File: config.mk
export PLATFORM = sky130hd
export DESIGN_NAME = s3f_fifo
export DESIGN_NICKNAME = d
export VERILOG_FILES = /design/src/design/s3f_pkg.sv /design/src/design/s3f_fifo.sv
export SDC_FILE = /design/constraint.sdc
export NUM_CORES = 1
export LEC_CHECK = 0
export BUFFER_PORTS_ARGS = -buffer_cell sky130_fd_sc_hd__buf_2
export CAP_MARGIN = 40
export CORE_AREA = 3 3 128 130
export DETAILED_ROUTE_END_ITERATION = 10
export DIE_AREA = 0 0 131 133
export MAX_ROUTING_LAYER = met4
export PLACE_DENSITY_LB_ADDON = 0.25
export SLEW_MARGIN = 30
export SYNTH_ARGS = -nofsm -noshare
export SYNTH_HDL_FRONTEND = slang
export SYNTH_SLANG_ARGS = --single-unit
File: constraint.sdc
create_clock -name clk -period 2.3 [get_ports clk]
set_clock_uncertainty 0.1 [all_clocks]
set_input_delay 0.46 -clock clk [delete_from_list [all_inputs] [get_ports clk]]
set_output_delay 0.46 -clock clk [all_outputs]
set_load 0.1 [all_outputs]
File: src/design/s3f_pkg.sv
// s3f_pkg: shared types and constants of the 3x3 sharpening stream filter.
// Used by every module of the block but s3f_ram; depends on nothing.
`timescale 1ns / 1ps

package s3f_pkg;

  localparam int SAMPLE_W   = 8;
  localparam int IMG_W_W    = 12;
  localparam int IMG_H_W    = 16;
  localparam int CHAN_W     = 3;
  localparam int CFG_DATA_W = 16;
  localparam int CFG_IDX_W  = 2;
  localparam int ACC_W      = 12;

  localparam logic [CFG_IDX_W-1:0] REG_IMAGE_WIDTH   = 2'd0;
  localparam logic [CFG_IDX_W-1:0] REG_IMAGE_HEIGHT  = 2'd1;
  localparam logic [CFG_IDX_W-1:0] REG_CHANNEL_COUNT = 2'd2;

  localparam logic [IMG_W_W-1:0] IMAGE_WIDTH_RST   = 12'd640;
  localparam logic [IMG_H_W-1:0] IMAGE_HEIGHT_RST  = 16'd480;
  localparam logic [CHAN_W-1:0]  CHANNEL_COUNT_RST = 3'd3;

  localparam int MIN_DIM = 3;

  // one classified sample with its neighborhood, as queued for the back end
  typedef struct packed {
    logic [SAMPLE_W-1:0] sample;
    logic [SAMPLE_W-1:0] center;
    logic [SAMPLE_W-1:0] left;
    logic [SAMPLE_W-1:0] right;
    logic [SAMPLE_W-1:0] up;
    logic                has_prev;
    logic                calc;
    logic                last_row;
    logic                end_of_row;
  } s3f_item_t;

  typedef enum logic {
    BK_FIRST,
    BK_SECOND
  } s3f_back_state_t;

endpackage

File: src/design/s3f_fifo.sv
// s3f_fifo: short queue of classified items between front and back end.
// Uses s3f_pkg.
`timescale 1ns / 1ps

module s3f_fifo import s3f_pkg::*; #(
  parameter int DEPTH = 4,
  localparam int LW   = $clog2(DEPTH + 1)
) (
  input  logic      clk,
  input  logic      rst_n,
  input  logic      wr_en,
  input  s3f_item_t wr_item,
  input  logic      rd_en,
  output s3f_item_t rd_item,
  output logic      empty,
  output logic [LW-1:0] level
);

  localparam int PW = (DEPTH > 1) ? $clog2(DEPTH) : 1;

  s3f_item_t       mem_r [DEPTH];
  logic [PW-1:0]   wr_ptr_r, rd_ptr_r;
  logic [LW-1:0]   count_r;

  always_ff @(posedge clk) begin
    if (!rst_n) begin
      wr_ptr_r <= '0;
      rd_ptr_r <= '0;
      count_r  <= '0;
    end else begin
      if (wr_en) begin
        wr_ptr_r <= (wr_ptr_r == PW'(DEPTH - 1)) ? '0 : wr_ptr_r + PW'(1);
      end
      if (rd_en) begin
        rd_ptr_r <= (rd_ptr_r == PW'(DEPTH - 1)) ? '0 : rd_ptr_r + PW'(1);
      end
      if (wr_en && !rd_en) begin
        count_r <= count_r + LW'(1);
      end else if (rd_en && !wr_en) begin
        count_r <= count_r - LW'(1);
      end
    end
  end

  always_ff @(posedge clk) begin
    if (wr_en) begin
      mem_r[wr_ptr_r] <= wr_item;
    end
  end

  assign rd_item = mem_r[rd_ptr_r];
  assign empty   = count_r == '0;
  assign level   = count_r;

  a_no_overflow: assert property (@(posedge clk) disable iff (!rst_n)
    wr_en && !rd_en |-> count_r != LW'(DEPTH))
    else $error("queue overflow");

  a_no_underflow: assert property (@(posedge clk) disable iff (!rst_n)
    rd_en |-> count_r != '0)
    else $error("queue underflow");

endmodule

==> results of run 1 <==
cell type report:
cell class / instances / area share, %
clock buffers: 18 / 4.95
flip-flops and latches: 185 / 61.7
well taps: 211 / 2.98
inverters: 4 / 0.169
multi-input cells: 74 / 14.2
repair buffers: 118 / 14.3
clock inverters: 14 / 1.67
worst paths after layout:
check / start / end / slack (ps) / cells after the start
max: flip-flop / rd_item[38] / -80 / 4
min: wr_item[31] / mem_r[2][31] / 140 / 1
max reg2reg: level[0] / level[2] / 680 / 4
min reg2reg: rd_ptr_r[1] / flip-flop / 450 / 2
worst reg2reg max path, stage by stage, from the launching register on:
cell,delay (ps)
dfxtp_1,380
fa_1,450
xor2_1,160
or3_1,300
a21boi_0,160
synth_stat cells, drive strengths merged:
master  instances
fa              1
edfxtp        176
mux2i           4
a21boi          1
mux4           44
clkbuf          1
nor2b           5
nor2            1
xnor2           1
nor3            2
o21a            1
and2            5
or3             1
ha              6
dfxtp           9
buf             9
inv             4
xor2            1
o21ai           1
cells in the final DEF, fill, tap and decap left out:
| cell | synthesis | final |
|---|---|---|
| clkbuf_8 | 0 | 1 |
| dfxtp_1 | 9 | 7 |
| and2_1 | 5 | 1 |
| mux2i_1 | 4 | 4 |
| buf_8 | 0 | 3 |
| buf_4 | 0 | 8 |
| mux4_2 | 40 | 44 |
| clkinv_4 | 0 | 4 |
| clkinvlp_4 | 0 | 2 |
| inv_1 | 4 | 4 |
| and2_2 | 0 | 4 |
| fa_1 | 1 | 1 |
| nor2_1 | 1 | 1 |
| buf_6 | 1 | 27 |
| a21boi_0 | 1 | 1 |
| nor3_1 | 2 | 1 |
| o21ai_0 | 1 | 1 |
| buf_2 | 4 | 51 |
| nor3_4 | 0 | 1 |
| nor2b_1 | 5 | 5 |
| edfxtp_1 | 176 | 176 |
| or3_1 | 1 | 1 |
| ha_1 | 6 | 6 |
| o21a_1 | 1 | 1 |
| bufinv_16 | 0 | 2 |
| inv_6 | 0 | 2 |
| dfxtp_4 | 0 | 1 |
| dfxtp_2 | 0 | 1 |
| clkinv_2 | 0 | 4 |
| buf_16 | 0 | 2 |
| xnor2_1 | 1 | 1 |
| clkbuf_16 | 0 | 18 |
| buf_12 | 4 | 26 |
| xor2_1 | 1 | 1 |
cells by family (layout without fill, tap and decap cells):
kind of cell | Yosys count | after routing | synth area share, %
DFF | 185 | 185 | 79.7
and+or+nand+nor | 14 | 14 | 1.20
AOI/OAI and AO/OA | 3 | 3 | 0.292
adders and majority gates | 7 | 7 | 1.39
xor gates and xnor gates | 2 | 2 | 0.255
buffers and inverters | 14 | 154 | 1.92
muxes | 48 | 48 | 15.3
layer usage:
layer  wire length [µm]  GRT usage (%)  share of wire, %  up-vias
met5                  0              -                 0        -
met4                173           6.11               1.4        0
met3                691           4.48               5.6       10
met2               6170           23.9                50      107
met1               5280           19.6                43     1663
li1                   -              -                 -     1408
power groups by stage:
| stage | Sequential [µW] | Combinational [µW] | Clock, µW |
|---|---|---|---|
| 2_1_floorplan | 4030 | 1160 | 0 |
| 3_3_place_gp | 3970 | 1610 | 0 |
| 3_5_place_dp | 3980 | 1620 | 0 |
| 4_1_cts | 3910 | 1800 | 2900 |
| 5_1_grt | 3910 | 1870 | 3060 |
| 6_report | 3900 | 1800 | 2830 |
state kept, by name, indices dropped and copies added, names as in the netlist, named ones only:
signal and flops:
rd_ptr_r 2, wr_ptr_r 2, level 3, mem_r 176
per-stage QoR:
stage	setup slack (ps)	TNS (ps)	util, %	total power [µW]
after floorplan	98.7	0	-	5200
final	-79.3	-2250	58.1	8530
after global placement	173	0	51.6	5580
after CTS	-197	-4840	57.9	8610
after global routing	-138	-4880	58.1	8840
after detailed placement	129	0	51.6	5600
timing repair:
item	4_1_cts	5_1_grt
setup buffers	6	1
resized for setup	76	7
endpoints found under the setup margin	44	44
cloned	3	1
==> results.sh, run 1 <==
export IMPL_setup_violations=44
export IMPL_synth_top_cell_area_share_pct=77.1
export IMPL_synth_top_area_cell="edfxtp_1"
export IMPL_synthDistinctLibCells=22
export IMPL_maxSlewViolCount=0
export IMPL_crit_slowest_cell="mux4_2"
export IMPL_insertion_delay_ps=420
export IMPL_run_status="complete, but fails checks"
export IMPL_num_vias=3188
export IMPL_fp_dieH_um=133
export IMPL_switchingPower_uw=2470
export IMPL_cts_tree="built"
export IMPL_drive_above_1_share_pct=48.7
export IMPL_wire_per_inst_um=19.7
export IMPL_grt_pass1_vias=3430
export IMPL_postRouteAntennaNets=0
export IMPL_die_w_um=131
export IMPL_ir_drop_mv=0.545
export IMPL_io_pins=96
export IMPL_synth_cells=273
export IMPL_p_comb_share_pct=21.1
export IMPL_gr_total_overflow=0
export IMPL_clock_sinks=185
export IMPL_initial_core_util_pct=44.9
export IMPL_critPathLaunchType="flip-flop"
export IMPL_drt_first_pass_iters=4
export IMPL_dpl_instance_area_um2=7870
export IMPL_dpl_cell_count=582
export IMPL_hold_violations=0
export IMPL_num_fill_cells=1125
export IMPL_cts_max_level=4
export IMPL_slew_headroom_pct=67.8
export IMPL_portBuffers=95
export IMPL_worst_slack_ps=-79.3
export IMPL_fin_area_um2=8860
export IMPL_ys_ff_latch=185
export IMPL_grt_first_pass_wirelength_um=19000
export IMPL_grt_max_degree=33
export IMPL_crit_arrival_ps=1820
export IMPL_ys_seq_area_share_pct=79.7
export IMPL_track_usage_pct=15.6
export IMPL_cp_top_family="multiplexers"
export IMPL_p_int_uw=6060
export IMPL_fin_cells=624
export IMPL_syn_nets=328
export IMPL_multi_input_area_um2=1260
export IMPL_cts_root_buf="clkbuf_16"
export IMPL_path_clk_slew_ps=70
export IMPL_rsz0062_at_grt="yes"
export IMPL_crit_path_max_fanout=3
export IMPL_cts_buffers=17
export IMPL_powerDensity_nw_per_um2=962
export IMPL_avgViaCountPerCell=5.11
export IMPL_period_minus_slack_ps=2380
export IMPL_worst_slew_pin_transition_ps=487
export IMPL_antennaDiodeCount=0
export IMPL_drtIter0Drc=251
export IMPL_p_seq_share_pct=45.8
export IMPL_cp_required_ps=1740
export IMPL_p_sw_share_pct=28.9
export IMPL_pwr_share_clk_pct=33.2
export IMPL_fin_crit_sh_pct=103
export IMPL_finalNetCount=455
export IMPL_worstSetupPathType="flip-flop to output pin"
export IMPL_synth_avg_cell_area_um2=25.1
export IMPL_drv_cap=0
export IMPL_end_kind="output pin"
export IMPL_hp_class="input port to flip-flop"
export IMPL_grt_antenna_before_repair=0
export IMPL_fp_coreArea_um2=15300
export IMPL_cellLeakagePower_uw=0.00306
export IMPL_whs_ps=144
export IMPL_areaGrowthSynthToFinish_pct=29.2
export IMPL_regArea_um2=5470
export IMPL_drc_errors=0
export IMPL_max_stage_delay_ps=560
export IMPL_dpl_hpwl_um=7430
export IMPL_finalWirelength_um=12300
export IMPL_cp_common_cell="buf_6"
export IMPL_yosysWarnings=0
export IMPL_fmax_mhz=420
export IMPL_cts_hold_buf=0
export IMPL_gp_congestion=0.700
export IMPL_synth_area_top_cells="edfxtp_1 77%, mux4_2 13%, dfxtp_1 2.6%, mux4_1 1.5%, buf_12 1.2%"
export IMPL_rows=45
export IMPL_crit_path_cell_trace="buf_6, buf_6, mux4_2, buf_12"
export IMPL_netlist_area_um2=6860
export IMPL_clockBufferDepth=2
export IMPL_dieArea_um2=17400
export IMPL_violations="setup timing"
export IMPL_path_buf_inv=3
No activity file was read; power rests on OpenSTA's default activity.
==> run 2: changes to the inputs <==
Settings changed: HOLD_SLACK_MARGIN set to 0.15, PLACE_DENSITY set to 0.7, PLACE_DENSITY_LB_ADDON 0.25 to not set.
Clock period 2.3 ns to 2.82 ns, I/O delays scaled along.
==> run 2 against run 1 <==
The run now ends clean. Power shrank 20%. Combinational power shrank 33%. Critical path depth shrank 1. First-iteration DRC count shrank 33%.
==> results.sh, run 2 (same netlist as run 1, synthesis figures left out) <==
export IMPL_total_power_uw=6800
export IMPL_run_status="finished clean"
export IMPL_cts_tree="built"
export IMPL_drv_cap=0
export IMPL_crit_arrival_ps=1940
export IMPL_largest_reg_flops=176
export IMPL_hp_class="input port to flip-flop"
export IMPL_track_usage_pct=14.6
export IMPL_cts_max_level=4
export IMPL_io_pins=96
export IMPL_fp_dieH_um=133
export IMPL_worstSetupPathType="flip-flop to output pin"
export IMPL_maxSlewViolCount=0
export IMPL_crit_path_cell_trace="buf_12, mux4_1, buf_2"
export IMPL_cts_hold_buf=0
export IMPL_fin_area_um2=8260
export IMPL_period_minus_slack_ps=2600
export IMPL_areaGrowthSynthToFinish_pct=20.5
export IMPL_dpl_hpwl_um=7240
export IMPL_postRouteAntennaNets=0
export IMPL_critPathLaunchType="flip-flop"
export IMPL_clockBufferDepth=2
export IMPL_die_w_um=131
export IMPL_worst_slack_ps=216
export IMPL_tns_ps=0
export IMPL_finalNetCount=446
export IMPL_grt_first_pass_wirelength_um=18100
export IMPL_drt_first_pass_iters=4
export IMPL_hold_path_depth=1
export IMPL_num_vias=3049
export IMPL_worst_slew_pin_transition_ps=496
export IMPL_grt_max_degree=45
export IMPL_fin_crit_sh_pct=92.3
export IMPL_cts_resized=0
export IMPL_cp_required_ps=2160
export IMPL_dpl_cell_count=580
export IMPL_ir_drop_mv=0.508
export IMPL_grt_pass1_vias=3279
export IMPL_path_clk_slew_ps=60
export IMPL_hold_violations=0
export IMPL_slew_headroom_pct=67.2
export IMPL_fin_cells=616
export IMPL_rows=45
export IMPL_drtIter0Drc=167
export IMPL_final_cell_mix="176 x edfxtp_1, 95 x buf_2, 40 x mux4_2, 17 x clkbuf_16, 10 x buf_4"
export IMPL_cellLeakagePower_uw=0.00284
export IMPL_cts_buffers=17
export IMPL_crit_slowest_cell="mux4_1"
export IMPL_fp_coreArea_um2=15300
export IMPL_end_kind="output pin"
export IMPL_portBuffers=95
export IMPL_insertion_delay_ps=420
export IMPL_layout_commonest_cell="edfxtp_1"
export IMPL_wire_per_inst_um=18.8
export IMPL_powerDensity_nw_per_um2=823
export IMPL_post_cts_buffers=0
export IMPL_crit_path_max_fanout=20
export IMPL_max_stage_delay_ps=560
export IMPL_clock_sinks=185
export IMPL_cts_root_buf="clkbuf_16"
export IMPL_dieArea_um2=17400
export IMPL_rsz0062_at_grt="no"
export IMPL_drc_errors=0
export IMPL_top_register="mem_r"
export IMPL_gp_congestion=0.687
export IMPL_place_ws_ps=487
export IMPL_avgViaCountPerCell=4.95
export IMPL_setup_violations=0
export IMPL_grt_antenna_before_repair=1
export IMPL_drive_above_1_share_pct=45.5
export IMPL_finalWirelength_um=11600
export IMPL_initial_core_util_pct=44.9
export IMPL_dpl_instance_area_um2=7630
export IMPL_gr_total_overflow=0
export IMPL_reg2reg_depth=3
export IMPL_fmax_mhz=384
[run 2: cell count changes in the layout (fill, tap and decap cells not counted), moves of 4 or more]
cell,change
buf_6,-27
clkinv_4,-4
buf_12,-22
buf_2,+44
mux4_1,+4
mux4_2,-4
clkinv_1,+4
[run 2: area by class of cell]
cell class / count / area, µm²
clock inverter: 15 / 181
timing repair buffer: 109 / 631
inverter: 4 / 15.0
antenna: 1 / 2.50
multi-input combinational: 74 / 1270
tap: 211 / 264
fill: 1161 / 7000
sequential: 185 / 5470
clock buffer: 17 / 425
[run 2: where the power goes]
part | internal, µW | switching (µW)
registers | 3140 | 42.8
logic | 260 | 943
clock network | 1470 | 941
total | 4870 | 1930
[run 2: metal layers]
metal,up-vias,wire length [µm],global-route usage (%)
met5,-,0,-
met4,0,157,5.31
met3,16,629,4.48
met2,83,5890,22.9
met1,1560,4900,18.0
li1,1390,-,-
[run 2: final timing paths]
check	from	end	slack, ps
worst min-delay path	wr_item[37]	mem_r[1][37]	260
worst min register to register	rd_ptr_r[1]	flip-flop	460
worst max-delay path	flip-flop	rd_item[40]	220
worst max register to register	wr_ptr_r[0]	mem_r[3][1]	1070
[run 2: worst max-delay path: cells and delay by family, from the launching register on]
kind | cells | cell delay, ps
multiplexers | 1 | 560
flip-flops | 1 | 420
buffers and inverters | 2 | 530
[run 2: metrics by stage]
| step | hold WS [ps] | utilization [%] |
|---|---|---|
| after floorplan | 412 | - |
| after global placement | 415 | 50.0 |
| after detailed placement | 438 | 50.0 |
| after CTS | 235 | 54.0 |
| after global routing | 238 | 54.1 |
| final | 255 | 54.1 |
==> run 3: changes to the inputs <==
Settings changed: CELL_PAD_IN_SITES_DETAIL_PLACEMENT set to 0, CELL_PAD_IN_SITES_GLOBAL_PLACEMENT set to 2, PLACE_DENSITY 0.7 to 0.84.
==> run 3 against run 2 <==
Sequential power about the same. Largest power group unchanged. Wire length is 3.6% higher. First-iteration DRC count increased by 41%. Setup slack got worse by 9.9 ps. Die area unchanged. Critical path depth unchanged. Critical path type unchanged.
==> results.sh, run 3 (same netlist as run 1, synthesis figures left out) <==
export IMPL_run_status="finished clean"
export IMPL_r2r_setup_slack_ps=1100
export IMPL_regArea_um2=5470
export IMPL_rsz0062_at_grt="no"
export IMPL_grt_antenna_before_repair=1
export IMPL_rr_endpoint="mem_r[2][37]"
export IMPL_path_clk_slew_ps=70
export IMPL_hp_class="input port to flip-flop"
export IMPL_worst_slew_pin_transition_ps=504
export IMPL_cts_buffers=17
export IMPL_grt_pass1_vias=3370
export IMPL_rows=45
export IMPL_clock_sinks=185
export IMPL_crit_arrival_ps=1950
export IMPL_top_register="mem_r"
export IMPL_wire_per_inst_um=19.5
export IMPL_fp_coreArea_um2=15300
export IMPL_gr_total_overflow=0
export IMPL_drv_cap=0
export IMPL_die_w_um=131
export IMPL_drive_above_1_share_pct=45.5
export IMPL_multi_input_area_um2=1270
export IMPL_hold_path_depth=1
export IMPL_critPathLaunchType="flip-flop"
export IMPL_portBuffers=95
export IMPL_finalNetCount=444
export IMPL_cts_max_level=4
export IMPL_insertion_delay_ps=420
export IMPL_num_vias=3132
export IMPL_avgViaCountPerCell=5.10
export IMPL_gp_congestion=0.680
export IMPL_total_power_uw=6760
export IMPL_crit_path_max_fanout=22
export IMPL_areaGrowthSynthToFinish_pct=20.1
export IMPL_grt_max_degree=45
export IMPL_drtIter0Drc=235
export IMPL_hold_violations=0
export IMPL_tns_ps=0
export IMPL_slew_headroom_pct=66.6
export IMPL_cp_required_ps=2160
export IMPL_worstSetupPathType="flip-flop to output pin"
export IMPL_layout_commonest_cell="edfxtp_1"
export IMPL_finalWirelength_um=12000
export IMPL_maxSlewViolCount=0
export IMPL_num_fill_cells=1184
export IMPL_min_to="mem_r[3][14]"
export IMPL_grt_first_pass_wirelength_um=18600
export IMPL_cts_root_buf="clkbuf_16"
export IMPL_final_cell_mix="176 x edfxtp_1, 95 x buf_2, 40 x mux4_2, 17 x clkbuf_16, 8 x buf_4"
export IMPL_drt_first_pass_iters=6
export IMPL_fin_crit_sh_pct=92.7
export IMPL_dieArea_um2=17400
export IMPL_track_usage_pct=15.1
export IMPL_fp_dieH_um=133
export IMPL_drc_errors=0
export IMPL_min_from="wr_item[14]"
export IMPL_fmax_mhz=383
export IMPL_clockBufferDepth=2
export IMPL_ir_drop_mv=0.451
export IMPL_cts_tree="built"
export IMPL_setup_violations=0
export IMPL_initial_core_util_pct=44.9
export IMPL_powerDensity_nw_per_um2=821
export IMPL_cellLeakagePower_uw=0.00282
export IMPL_reg2reg_depth=4
export IMPL_largest_reg_flops=176
export IMPL_r2r_start="wr_ptr_r[0]"
export IMPL_postRouteAntennaNets=0
export IMPL_io_pins=96
export IMPL_whs_ps=252
export IMPL_end_kind="output pin"
export IMPL_cts_hold_buf=0
export IMPL_dpl_hpwl_um=7450
export IMPL_period_minus_slack_ps=2610
==> run 3: cell types whose count changed in the layout (fill, tap and decap cells not counted) <==
| cell | before | now |
|---|---|---|
| clkinv_2 | 3 | 1 |
| inv_6 | 1 | 4 |
| clkbuf_1 | 0 | 1 |
| bufinv_16 | 4 | 3 |
| clkinvlp_4 | 3 | 2 |
| clkinv_4 | 0 | 2 |
| buf_4 | 10 | 8 |
| clkinv_1 | 4 | 2 |
==> run 3: power by group <==
part / switching (µW) / total, µW / internal [µW]
clock: 974 / 2370 / 1400
sequential: 39.4 / 3180 / 3140
combinational: 950 / 1210 / 255
==> run 3: worst max-delay path by stage <==
stage	startpoint	to	slack (ps)
6_report	flip-flop	rd_item[27]	210
5_1_grt	flip-flop	rd_item[20]	130
4_1_cts	flip-flop	rd_item[20]	170
3_5_place_dp	flip-flop	rd_item[27]	420
3_3_place_gp	flip-flop	rd_item[39]	440
2_1_floorplan	level[0]	empty	110
==> run 3: layout make-up <==
class,instances,share of cell area [%]
flip-flops and latches,185,66.4
multi-input cells,74,15.4
repair buffers,107,7.47
clock buffers,18,5.21
well taps,211,3.20
clock inverters,14,2.07
inverters,4,0.182
diodes,1,0.0304
==> run 3: routing by layer <==
metal	vias to the layer above	global-route usage [%]	wire [µm]
met2	98	22.9	5960
li1	1391	-	-
met3	13	4.60	678
met5	-	-	0
met4	0	5.14	133
met1	1630	19.4	5220
==> run 3: per-stage QoR <==
stage          std cells  cell area (µm²)  util (%)  setup WS, ps
2_1_floorplan        273             6860         -           111
3_3_place_gp         580             7630      50.0           444
3_5_place_dp         580             7630      50.0           425
4_1_cts              613             8240      54.0           173
5_1_grt              614             8240      54.0           135
6_report             614             8240      54.0           206
==> run 3: repair_timing <==
action	CTS	global route
gates resized for setup	0	0
buffers inserted	1	0
setup endpoints to repair	4	0
==> run 3: worst max-delay path, stage by stage, from the launching register on <==
cell	delay [ps]
dfxtp_4	380
buf_12	220
mux4_1	600
buf_2	310
