`src/design/s3f_pkg.sv`:
```
// s3f_pkg: shared types and constants of the 3x3 sharpening stream filter.
// Used by every module of the block but s3f_ram; depends on nothing.
`timescale 1ns / 1ps

package s3f_pkg;

  localparam int SAMPLE_W   = 8;
  localparam int IMG_W_W    = 12;
  localparam int IMG_H_W    = 16;
  localparam int CHAN_W     = 3;
  localparam int CFG_DATA_W = 16;
  localparam int CFG_IDX_W  = 2;
  localparam int ACC_W      = 12;

  localparam logic [CFG_IDX_W-1:0] REG_IMAGE_WIDTH   = 2'd0;
  localparam logic [CFG_IDX_W-1:0] REG_IMAGE_HEIGHT  = 2'd1;
  localparam logic [CFG_IDX_W-1:0] REG_CHANNEL_COUNT = 2'd2;

  localparam logic [IMG_W_W-1:0] IMAGE_WIDTH_RST   = 12'd640;
  localparam logic [IMG_H_W-1:0] IMAGE_HEIGHT_RST  = 16'd480;
  localparam logic [CHAN_W-1:0]  CHANNEL_COUNT_RST = 3'd3;

  localparam int MIN_DIM = 3;

  // one classified sample with its neighborhood, as queued for the back end
  typedef struct packed {
    logic [SAMPLE_W-1:0] sample;
    logic [SAMPLE_W-1:0] center;
    logic [SAMPLE_W-1:0] left;
    logic [SAMPLE_W-1:0] right;
    logic [SAMPLE_W-1:0] up;
    logic                has_prev;
    logic                calc;
    logic                last_row;
    logic                end_of_row;
  } s3f_item_t;

  typedef enum logic {
    BK_FIRST,
    BK_SECOND
  } s3f_back_state_t;

endpackage

```
`src/design/s3f_back.sv`:
```
// s3f_back: computes the sharpened value and expands each item into its
// results through the output register. Uses s3f_pkg.
`timescale 1ns / 1ps

module s3f_back import s3f_pkg::*; (
  input  logic                clk,
  input  logic                rst_n,
  input  s3f_item_t           head,
  input  logic                q_empty,
  output logic                pop,
  output logic                out_valid,
  input  logic                out_stall,
  output logic [SAMPLE_W-1:0] out_pixel_value,
  output logic                out_run_last,
  output logic                out_frame_last
);

  s3f_back_state_t state_r, state_nxt;

  logic                out_valid_r, out_valid_nxt;
  logic [SAMPLE_W-1:0] pixel_r;
  logic                run_last_r, frame_last_r, pend_frame_r;

  logic                slot_free, load, ld_run, ld_frame, pend_capture;
  logic [SAMPLE_W-1:0] ld_value;
  logic [ACC_W-1:0]    sum_pos, sum_neg;
  logic signed [ACC_W-1:0] acc;
  logic [SAMPLE_W-1:0] sharp;

  always_comb begin
    sum_pos = {2'b00, head.center, 2'b00} + {4'b0000, head.center};
    sum_neg = {4'b0000, head.left} + {4'b0000, head.right} +
              {4'b0000, head.up} + {4'b0000, head.sample};
    acc     = $signed(sum_pos) - $signed(sum_neg);
    if (acc[ACC_W-1]) begin
      sharp = '0;
    end else if (|acc[ACC_W-2:SAMPLE_W]) begin
      sharp = '1;
    end else begin
      sharp = acc[SAMPLE_W-1:0];
    end
  end

  assign slot_free = !out_valid_r || !out_stall;

  always_comb begin
    state_nxt = state_r;
    case (state_r)
      BK_FIRST: begin
        if (slot_free && !q_empty && head.has_prev && head.last_row) begin
          state_nxt = BK_SECOND;
        end
      end
      BK_SECOND: begin
        if (slot_free) begin
          state_nxt = BK_FIRST;
        end
      end
      default: state_nxt = BK_FIRST;
    endcase
  end

  always_comb begin
    pop          = 1'b0;
    load         = 1'b0;
    ld_value     = '0;
    ld_run       = 1'b1;
    ld_frame     = 1'b0;
    pend_capture = 1'b0;
    case (state_r)
      BK_FIRST: begin
        if (slot_free && !q_empty) begin
          pop = 1'b1;
          if (head.has_prev) begin
            load         = 1'b1;
            ld_value     = head.calc ? sharp : '0;
            ld_run       = !head.last_row;
            pend_capture = head.last_row;
          end else if (head.last_row) begin
            load     = 1'b1;
            ld_frame = head.end_of_row;
          end
        end
      end
      BK_SECOND: begin
        if (slot_free) begin
          load     = 1'b1;
          ld_frame = pend_frame_r;
        end
      end
      default: begin
        pop = 1'b0;
      end
    endcase
  end

  always_comb begin
    if (load) begin
      out_valid_nxt = 1'b1;
    end else if (slot_free) begin
      out_valid_nxt = 1'b0;
    end else begin
      out_valid_nxt = out_valid_r;
    end
  end

  always_ff @(posedge clk) begin
    if (!rst_n) begin
      state_r     <= BK_FIRST;
      out_valid_r <= 1'b0;
    end else begin
      state_r     <= state_nxt;
      out_valid_r <= out_valid_nxt;
    end
  end

  always_ff @(posedge clk) begin
    if (load) begin
      pixel_r      <= ld_value;
      run_last_r   <= ld_run;
      frame_last_r <= ld_frame;
    end
    if (pend_capture) begin
      pend_frame_r <= head.end_of_row;
    end
  end

  assign out_valid       = out_valid_r;
  assign out_pixel_value = pixel_r;
  assign out_run_last    = run_last_r;
  assign out_frame_last  = frame_last_r;

  a_second_behind_first: assert property (@(posedge clk) disable iff (!rst_n)
    state_r == BK_SECOND |-> out_valid_r)
    else $error("trailing zero pending without a first result");

  a_frame_ends_run: assert property (@(posedge clk) disable iff (!rst_n)
    out_valid_r && frame_last_r |-> run_last_r)
    else $error("frame end flagged on a result that is not last of its sample");

endmodule

```
`config.mk`:
```
export PLATFORM = sky130hd
export DESIGN_NAME = s3f_back
export DESIGN_NICKNAME = d
export VERILOG_FILES = /design/src/design/s3f_pkg.sv /design/src/design/s3f_back.sv
export SDC_FILE = /design/constraint.sdc
export NUM_CORES = 1
export LEC_CHECK = 0
export CORE_AREA = 2 2 65 128
export DETAILED_ROUTE_END_ITERATION = 6
export DIE_AREA = 0 0 67 130
export DONT_BUFFER_PORTS = 1
export HOLD_SLACK_MARGIN = 0.1
export SYNTH_ARGS = -nofsm -noshare
export SYNTH_HDL_FRONTEND = slang
export SYNTH_SLANG_ARGS = --single-unit
export TNS_END_PERCENT = 30
```
`constraint.sdc`:
```
create_clock -name clk -period 4.8 [get_ports clk]
set_input_delay 0.48 -clock clk [delete_from_list [all_inputs] [get_ports clk]]
set_output_delay 0.48 -clock clk [all_outputs]
set_load 0.005 [all_outputs]
```
==> impl_metrics.env, run 1 <==
export IMPL_async_reset_ff_share_pct=0
export IMPL_crit_buf_inv=3
export IMPL_firstDrtPassIters=4
export IMPL_finalHoldViolations=0
export IMPL_synthesis_yosys_warnings=0
export IMPL_design_portCount=60
export IMPL_largest_family_of_logic_cells_by_synthesized_area="adder cells"
export IMPL_detailroute_via_count=1301
export IMPL_post_cts_resized_instances=0
export IMPL_total_power_density_per_cell_area_nw_per_um2=465
export IMPL_critical_path_top_delay_family="adder cells"
export IMPL_grt_remaining_overflow=0
export IMPL_htree_num_levels=1
export IMPL_layout_cells_sized_above_1_pct=4.52
export IMPL_dieArea_sq_um=8710
export IMPL_status="completed"
export IMPL_global_route_wire_length_before_repair_mm=6.15
export IMPL_synth_main_ff_cell="sky130_fd_sc_hd__edfxtp_1"
export IMPL_synth_simple_gate_area_share_pct=6.27
export IMPL_route_layer_met1_wl_mm=1.43
export IMPL_grt_antenna_before_repair=0
export IMPL_clkSinkCount=13
export IMPL_fin_setup_tns_ns=0
export IMPL_dp_worst_setup_slack_ns=0.486
export IMPL_finalWeightedCongestion=0.772
export IMPL_synth_compound_area_share_pct=13.1
export IMPL_p_sw_share_pct=45.2
export IMPL_clk_latency_ns=0.24
export IMPL_synthesis_area_per_instance_sq_um=9.62
export IMPL_critical_path_top_cell_by_count="sky130_fd_sc_hd__fa_1"
export IMPL_timing_final_ws_setup_ns=0.746
export IMPL_vdd_ir_drop_max_mv=0.158
export IMPL_period_minus_slack_ns=4.05
export IMPL_synth_xor_area_share_pct=4.67
export IMPL_worstSetupStartpointType="input port"
export IMPL_combinational_group_share_of_total_power_pct=69.6
export IMPL_start_util_pct=24.0
export IMPL_routed_wl_mm=3.51
export IMPL_post_cts_hold_buffer_count=0
export IMPL_synth_cells=195
export IMPL_ys_ff_latch=13
export IMPL_clock_skew_final_ns=0.00238
export IMPL_timing_critical_path_cells="inv_1 > fa_1 > fa_1 > inv_1 > fa_1 > inv_1 > fa_1 > a211oi_1 > o21a_2 > o221ai_2 > xor2_1 > a311oi_4 > a21oi_1"
export IMPL_min_delay_path_class="input port to flip-flop"
export IMPL_tritoncts="built"
export IMPL_die_height_microns=130
export IMPL_met2RoutedLength_mm=1.74
export IMPL_core_area_sq_um=7830
export IMPL_maxClockFrequency_mhz=247
export IMPL_power_mw=0.964
export IMPL_timing_final_crit_share_pct=84.5
export IMPL_syn_nets=288
export IMPL_setup_violations_final=0
export IMPL_via_per_inst=4.41
export IMPL_critPathCaptureType="flip-flop"
export IMPL_synthMuxAreaShare_pct=0.534
export IMPL_synth_cell_area_sq_um=1880
export IMPL_critPathArrivalTime_ns=4.00
export IMPL_drv_slew=0
export IMPL_place_port_buffers=0
export IMPL_detailed_place_hpwl_mm=3.17
export IMPL_grt_pass1_vias=1411
export IMPL_drc=0
export IMPL_critical_path_class="input port to flip-flop"
export IMPL_unrepaired_setup_endpoints_after_global_routing="false"
export IMPL_yosys_area_share_adder_pct=42.0
export IMPL_clock_tree_buf_depth=2
export IMPL_synth_sequential_area_ratio_pct=19.7
export IMPL_clk_pin_slew_ns=0.04
export IMPL_detailedRoute_firstIterationViolations=14
export IMPL_cts_root_buf="sky130_fd_sc_hd__clkbuf_16"
export IMPL_cts_made_buffers=3
export IMPL_worst_path_largest_cell_delay_ns=0.54
export IMPL_route_met3_wl_microns=332
export IMPL_cp_required_ns=4.75
export IMPL_yosys_cell_types_count=30
export IMPL_cap_viol_max_count=0
export IMPL_worst_slew_pin_transition_ns=0.678
export IMPL_number_of_antenna_repair_diodes=0
export IMPL_cpMaxStageDelayCell="sky130_fd_sc_hd__fa_1"
export IMPL_cts_setup_buffers=0
export IMPL_power_share_clock_pct=15.9
export IMPL_wire_length_per_cell_after_detailed_routing_microns=11.9
export IMPL_chipWidth_microns=67
export IMPL_topRoutingLayerUsed="met3"
export IMPL_leakage_nw=1.03
export IMPL_antenna_violating_nets_post_route=0
export IMPL_groute_usage_overall_pct=8.87
export IMPL_area_delta_synth_final_pct=10.6
export IMPL_p_sw_mw=0.436
export IMPL_largest_net_degree_at_the_start_of_global_routing=11
export IMPL_p_int_mw=0.528
export IMPL_slew_limit_headroom_pct=54.5
export IMPL_number_of_enable_type_register_cells_in_the_synthesized_netlist=11
export IMPL_final_net_count=293
export IMPL_power_sequential_fraction_pct=14.5
export IMPL_crit_path_max_fanout=8
export IMPL_placementRows=46
## power groups by stage
| stage | logic (mW) | registers, mW | clock network, mW |
|---|---|---|---|
| floorplan | 0.559 | 0.140 | 0 |
| global placement | 0.671 | 0.142 | 0 |
| detailed placement | 0.672 | 0.142 | 0 |
| CTS | 0.679 | 0.140 | 0.157 |
| global route | 0.776 | 0.141 | 0.160 |
| finish | 0.671 | 0.140 | 0.153 |
## per-layer routing
layer  vias up  track usage [%]
met5         -                0
met4         0            0.720
met3         0             2.76
met2        56             16.1
met1       622             10.4
li1        623                -
## area by class of cell
class / count / area (sq um)
inverter: 68 / 255
sequential: 13 / 370
clock buffer: 4 / 78.8
multi-input combinational: 114 / 1250
fill: 877 / 5750
tap: 96 / 120
## cells by family after synthesis
kind of cell	after synthesis
mux	1
simple gates	23
flops	13
fa+ha+maj	45
buf+inv	68
compound gates	35
xor+xnor	10
## path summary, 6_finish.rpt
path              cells past startpoint  slack, ns                    from                          endpoint
setup reg to reg                      3       2.86  out_valid$_SDFFE_PN0P_  out_pixel_value[2]$_SDFFCE_PP0P_
hold / removal                        0       0.34                 head[0]            pend_frame_r$_DFFE_PP_
setup / recovery                     13       0.75                 head[5]  out_pixel_value[3]$_SDFFCE_PP0P_
hold reg to reg                       2       0.53      state_r$_SDFF_PN0_                state_r$_SDFF_PN0_
## placed cells by master (no fill, tap or decap)
cell and n:
sky130_fd_sc_hd__mux2i_1 1, sky130_fd_sc_hd__xor2_1 6, sky130_fd_sc_hd__dfxtp_1 2, sky130_fd_sc_hd__o21bai_1 1
sky130_fd_sc_hd__inv_1 68, sky130_fd_sc_hd__a211oi_1 3, sky130_fd_sc_hd__a21oi_1 16, sky130_fd_sc_hd__nand2_1 7
sky130_fd_sc_hd__a211o_1 1, sky130_fd_sc_hd__xnor2_1 4, sky130_fd_sc_hd__nor2_1 3, sky130_fd_sc_hd__a311oi_4 1
sky130_fd_sc_hd__a31oi_1 2, sky130_fd_sc_hd__o211ai_1 1, sky130_fd_sc_hd__clkbuf_1 1, sky130_fd_sc_hd__nand3_1 6
sky130_fd_sc_hd__a21o_2 1, sky130_fd_sc_hd__nand4b_1 1, sky130_fd_sc_hd__ha_1 15, sky130_fd_sc_hd__o21a_1 1
sky130_fd_sc_hd__and2_0 1, sky130_fd_sc_hd__nand3_2 1, sky130_fd_sc_hd__fa_1 30, sky130_fd_sc_hd__and3_1 1
sky130_fd_sc_hd__clkbuf_16 3, sky130_fd_sc_hd__o21ai_0 3, sky130_fd_sc_hd__a21o_1 2, sky130_fd_sc_hd__edfxtp_1 11
sky130_fd_sc_hd__o21a_2 1, sky130_fd_sc_hd__o221a_2 1, sky130_fd_sc_hd__nand4_1 3, sky130_fd_sc_hd__o221ai_2 1
## state kept, by name (all words and copies together), names as in the netlist
register and count:
out_frame_last 1, out_pixel_value 8, state_r 1, out_run_last 1
pend_frame_r 1, out_valid 1
## synthesized netlist by cell type, types with 2 or more instances
library cell               count  area [sq um]
sky130_fd_sc_hd__a211oi_1      3          22.5
sky130_fd_sc_hd__a21o_1        2          15.0
sky130_fd_sc_hd__a21oi_1      16          80.1
sky130_fd_sc_hd__a31oi_1       2          12.5
sky130_fd_sc_hd__dfxtp_1       2          40.0
sky130_fd_sc_hd__edfxtp_1     11           330
sky130_fd_sc_hd__fa_1         30           601
sky130_fd_sc_hd__ha_1         15           188
sky130_fd_sc_hd__inv_1        68           255
sky130_fd_sc_hd__nand2_1       7          26.3
sky130_fd_sc_hd__nand3_1       6          30.0
sky130_fd_sc_hd__nand4_1       3          18.8
sky130_fd_sc_hd__nor2_1        3          11.3
sky130_fd_sc_hd__o21ai_0       3          15.0
sky130_fd_sc_hd__xnor2_1       4          35.0
sky130_fd_sc_hd__xor2_1        6          52.6
## metrics by stage
stage	std cells	utilization [%]	hold slack [ns]	area (sq um)
after detailed placement	291	25.5	0.530	2000
final	295	26.5	0.337	2070
after global routing	295	26.5	0.331	2070
after floorplan	195	-	0.484	1880
after global placement	291	25.5	0.497	2000
after CTS	295	26.5	0.333	2070
(Power assumes the default switching activity.)
==> inputs of run 2 (changes only) <==
==> constraint.sdc (replaced) <==
create_clock -name clk -period 3.4 [get_ports clk]
set_input_delay 0.34 -clock clk [delete_from_list [all_inputs] [get_ports clk]]
set_output_delay 0.34 -clock clk [all_outputs]
set_load 0.005 [all_outputs]
==> run 2 against run 1 <==
Sequential share of layout area shrank 2.1 points. Wire length grew 4.1%. Combinational power grew 110%. The flow now finishes with violations (setup timing). Sequential power grew 41%. Hold slack lost 0.14 ns. Die area is the same. Clock power grew 43%. Clock skew is essentially flat. Worst setup slack lost 0.78 ns. Critical path depth grew 1. First-iteration DRC count grew 130%. Highest routed layer is now met4.
==> impl_metrics.env, run 2 (same netlist as run 1, synthesis figures left out) <==
export IMPL_critical_path_reg2reg_endpoint="out_pixel_value[5]$_SDFFCE_PP0P_"
export IMPL_place_port_buffers=0
export IMPL_power_share_clock_pct=12.1
export IMPL_global_route_wire_length_before_repair_mm=6.38
export IMPL_power_sequential_fraction_pct=10.8
export IMPL_power_mw=1.81
export IMPL_maxClockFrequency_mhz=291
export IMPL_firstDrtPassIters=4
export IMPL_largest_register_ffs=8
export IMPL_drc=0
export IMPL_clk_latency_ns=0.24
export IMPL_r2r_setup_slack_ns=1.53
export IMPL_num_fill_cells=839
export IMPL_detailed_place_hpwl_mm=3.38
export IMPL_dp_cells=313
export IMPL_vdd_ir_drop_max_mv=0.304
export IMPL_dp_worst_setup_slack_ns=-0.425
export IMPL_critPathCaptureType="flip-flop"
export IMPL_p_sw_mw=0.745
export IMPL_total_power_density_per_cell_area_nw_per_um2=772
export IMPL_largest_net_degree_at_the_start_of_global_routing=11
export IMPL_gr_max_usage_layer="met2"
export IMPL_min_delay_path_class="input port to flip-flop"
export IMPL_timing_rr_start="out_valid$_SDFFE_PN0P_"
export IMPL_gr_usage_met3_pct=1.72
export IMPL_timing_final_crit_share_pct=101
export IMPL_final_instance_count_excl_fill=320
export IMPL_number_of_antenna_repair_diodes=0
export IMPL_via_per_inst=4.26
export IMPL_period_minus_slack_ns=3.44
export IMPL_worstHoldStart="head[0]"
export IMPL_detailedRoute_firstIterationViolations=32
export IMPL_crit_end="out_pixel_value[3]$_SDFFCE_PP0P_"
export IMPL_cts_root_buf="sky130_fd_sc_hd__clkbuf_16"
export IMPL_status="complete, but fails checks"
export IMPL_critical_path_class="input port to flip-flop"
export IMPL_detailroute_via_count=1364
export IMPL_tritoncts="built"
export IMPL_grt_remaining_overflow=0
export IMPL_chipWidth_microns=67
export IMPL_htree_num_levels=1
export IMPL_placementRows=46
export IMPL_layout_cells_most_common="sky130_fd_sc_hd__inv_1"
export IMPL_worst_slew_pin_transition_ns=0.625
export IMPL_clock_tree_buf_depth=2
export IMPL_groute_usage_overall_pct=9.29
export IMPL_p_int_mw=1.07
export IMPL_critical_path_startpoint="head[37]"
export IMPL_setup_violations_final=8
export IMPL_worstSetupStartpointType="input port"
export IMPL_final_net_count=318
export IMPL_met1_usage_pct=10.2
export IMPL_gr_usage_met2_pct=17.5
export IMPL_crit_path_max_fanout=8
export IMPL_antenna_violating_nets_post_route=0
export IMPL_violations="setup timing"
export IMPL_core_area_sq_um=7830
export IMPL_timing_final_ws_setup_ns=-0.0380
export IMPL_clk_pin_slew_ns=0.05
export IMPL_final_cell_mix="62 x sky130_fd_sc_hd__inv_1, 28 x sky130_fd_sc_hd__fa_1, 24 x sky130_fd_sc_hd__buf_4, 12 x sky130_fd_sc_hd__a21oi_1"
export IMPL_start_util_pct=24.0
export IMPL_area_delta_synth_final_pct=25.4
export IMPL_slew_limit_headroom_pct=58.1
export IMPL_p_sw_share_pct=41.0
export IMPL_wire_length_per_cell_after_detailed_routing_microns=11.4
export IMPL_worst_r2r_cell_count=3
export IMPL_clkSinkCount=13
export IMPL_cts_made_buffers=3
export IMPL_cap_viol_max_count=0
export IMPL_leakage_nw=1.15
export IMPL_dieArea_sq_um=8710
export IMPL_combinational_group_share_of_total_power_pct=77.1
export IMPL_drv_slew=0
export IMPL_routed_wl_mm=3.65
export IMPL_finalHoldViolations=0
export IMPL_design_portCount=60
export IMPL_die_height_microns=130
export IMPL_cp_required_ns=3.38
export IMPL_grt_antenna_before_repair=0
export IMPL_clock_skew_final_ns=0.00214
export IMPL_post_cts_hold_buffer_count=0
export IMPL_finalWeightedCongestion=0.795
export IMPL_unrepaired_setup_endpoints_after_global_routing="true"
export IMPL_layout_cells_sized_above_1_pct=24.1
export IMPL_critPathArrivalTime_ns=3.42
export IMPL_grt_pass1_vias=1484
## run 2: cell types whose count changed in the layout (fill, tap and decap cells not counted), moves of 3 or more
cell	previous run	this run
sky130_fd_sc_hd__buf_4	0	24
sky130_fd_sc_hd__inv_1	68	62
sky130_fd_sc_hd__inv_2	0	5
sky130_fd_sc_hd__a21oi_1	16	12
sky130_fd_sc_hd__a21oi_2	0	4
sky130_fd_sc_hd__ha_1	15	11
sky130_fd_sc_hd__ha_4	0	3
## run 2: cell type report
type	count	area, sq um	area share (%)
Sequential cell	13	370	15.7
Timing Repair Buffer	25	191	8.14
Tap cell	96	120	5.11
Clock buffer	3	75.1	3.19
Multi-Input combinational cell	114	1330	56.4
Inverter	68	263	11.2
Clock inverter	1	5.00	0.213
## run 2: worst min path at each step
| stage | to | slack (ns) | cells past startpoint |
|---|---|---|---|
| 2_1_floorplan | pend_frame_r$_DFFE_PP_ | 0.44 | 0 |
| 3_3_place_gp | pend_frame_r$_DFFE_PP_ | 0.44 | 0 |
| 3_5_place_dp | pend_frame_r$_DFFE_PP_ | 0.44 | 0 |
| 4_1_cts | pend_frame_r$_DFFE_PP_ | 0.19 | 0 |
| 5_1_grt | pend_frame_r$_DFFE_PP_ | 0.19 | 0 |
| 6_report | pend_frame_r$_DFFE_PP_ | 0.20 | 0 |
## run 2: worst max-delay path: stages
cell and delay [ns]:
sky130_fd_sc_hd__inv_8 0.01, sky130_fd_sc_hd__fa_1 0.48, sky130_fd_sc_hd__fa_1 0.49, sky130_fd_sc_hd__inv_1 0.05, sky130_fd_sc_hd__fa_1 0.49, sky130_fd_sc_hd__inv_2 0.05
sky130_fd_sc_hd__fa_2 0.40, sky130_fd_sc_hd__a211oi_2 0.20, sky130_fd_sc_hd__o21a_2 0.18, sky130_fd_sc_hd__a21oi_2 0.07, sky130_fd_sc_hd__xor2_2 0.16, sky130_fd_sc_hd__a311oi_4 0.27
sky130_fd_sc_hd__buf_6 0.17, sky130_fd_sc_hd__a21oi_1 0.07
## run 2: per-stage QoR
step / utilization, % / setup TNS (ns) / hold WS [ns] / cell area [sq um]
6_report: 30.1 / -0.219 / 0.195 / 2350
5_1_grt: 30.1 / -1.45 / 0.190 / 2350
4_1_cts: 30.1 / -0.355 / 0.194 / 2350
3_5_place_dp: 28.5 / -3.27 / 0.439 / 2230
3_3_place_gp: 28.5 / -2.76 / 0.439 / 2230
2_1_floorplan: - / -1.99 / 0.439 / 1950
## run 2: power by group through the flow
stage | logic [mW] | clock network, mW | registers [mW]
after floorplan | 0.899 | 0 | 0.197
after global placement | 1.32 | 0 | 0.199
after detailed placement | 1.34 | 0 | 0.200
after CTS | 1.42 | 0.221 | 0.197
after global routing | 1.58 | 0.228 | 0.198
final | 1.40 | 0.219 | 0.197
## run 2: routing by layer
layer / vias up / part of all wire [%]
li1: 667 / -
met1: 640 / 39
met2: 51 / 53
met3: 6 / 5.8
met4: 0 / 2.1
met5: - / 0
## run 2: repair_timing
action,in CTS,in global routing
resized for setup,7,0
setup buffers,3,0
setup endpoints to repair,8,8
pin swaps,10,0
endpoints found under the hold margin,0,0
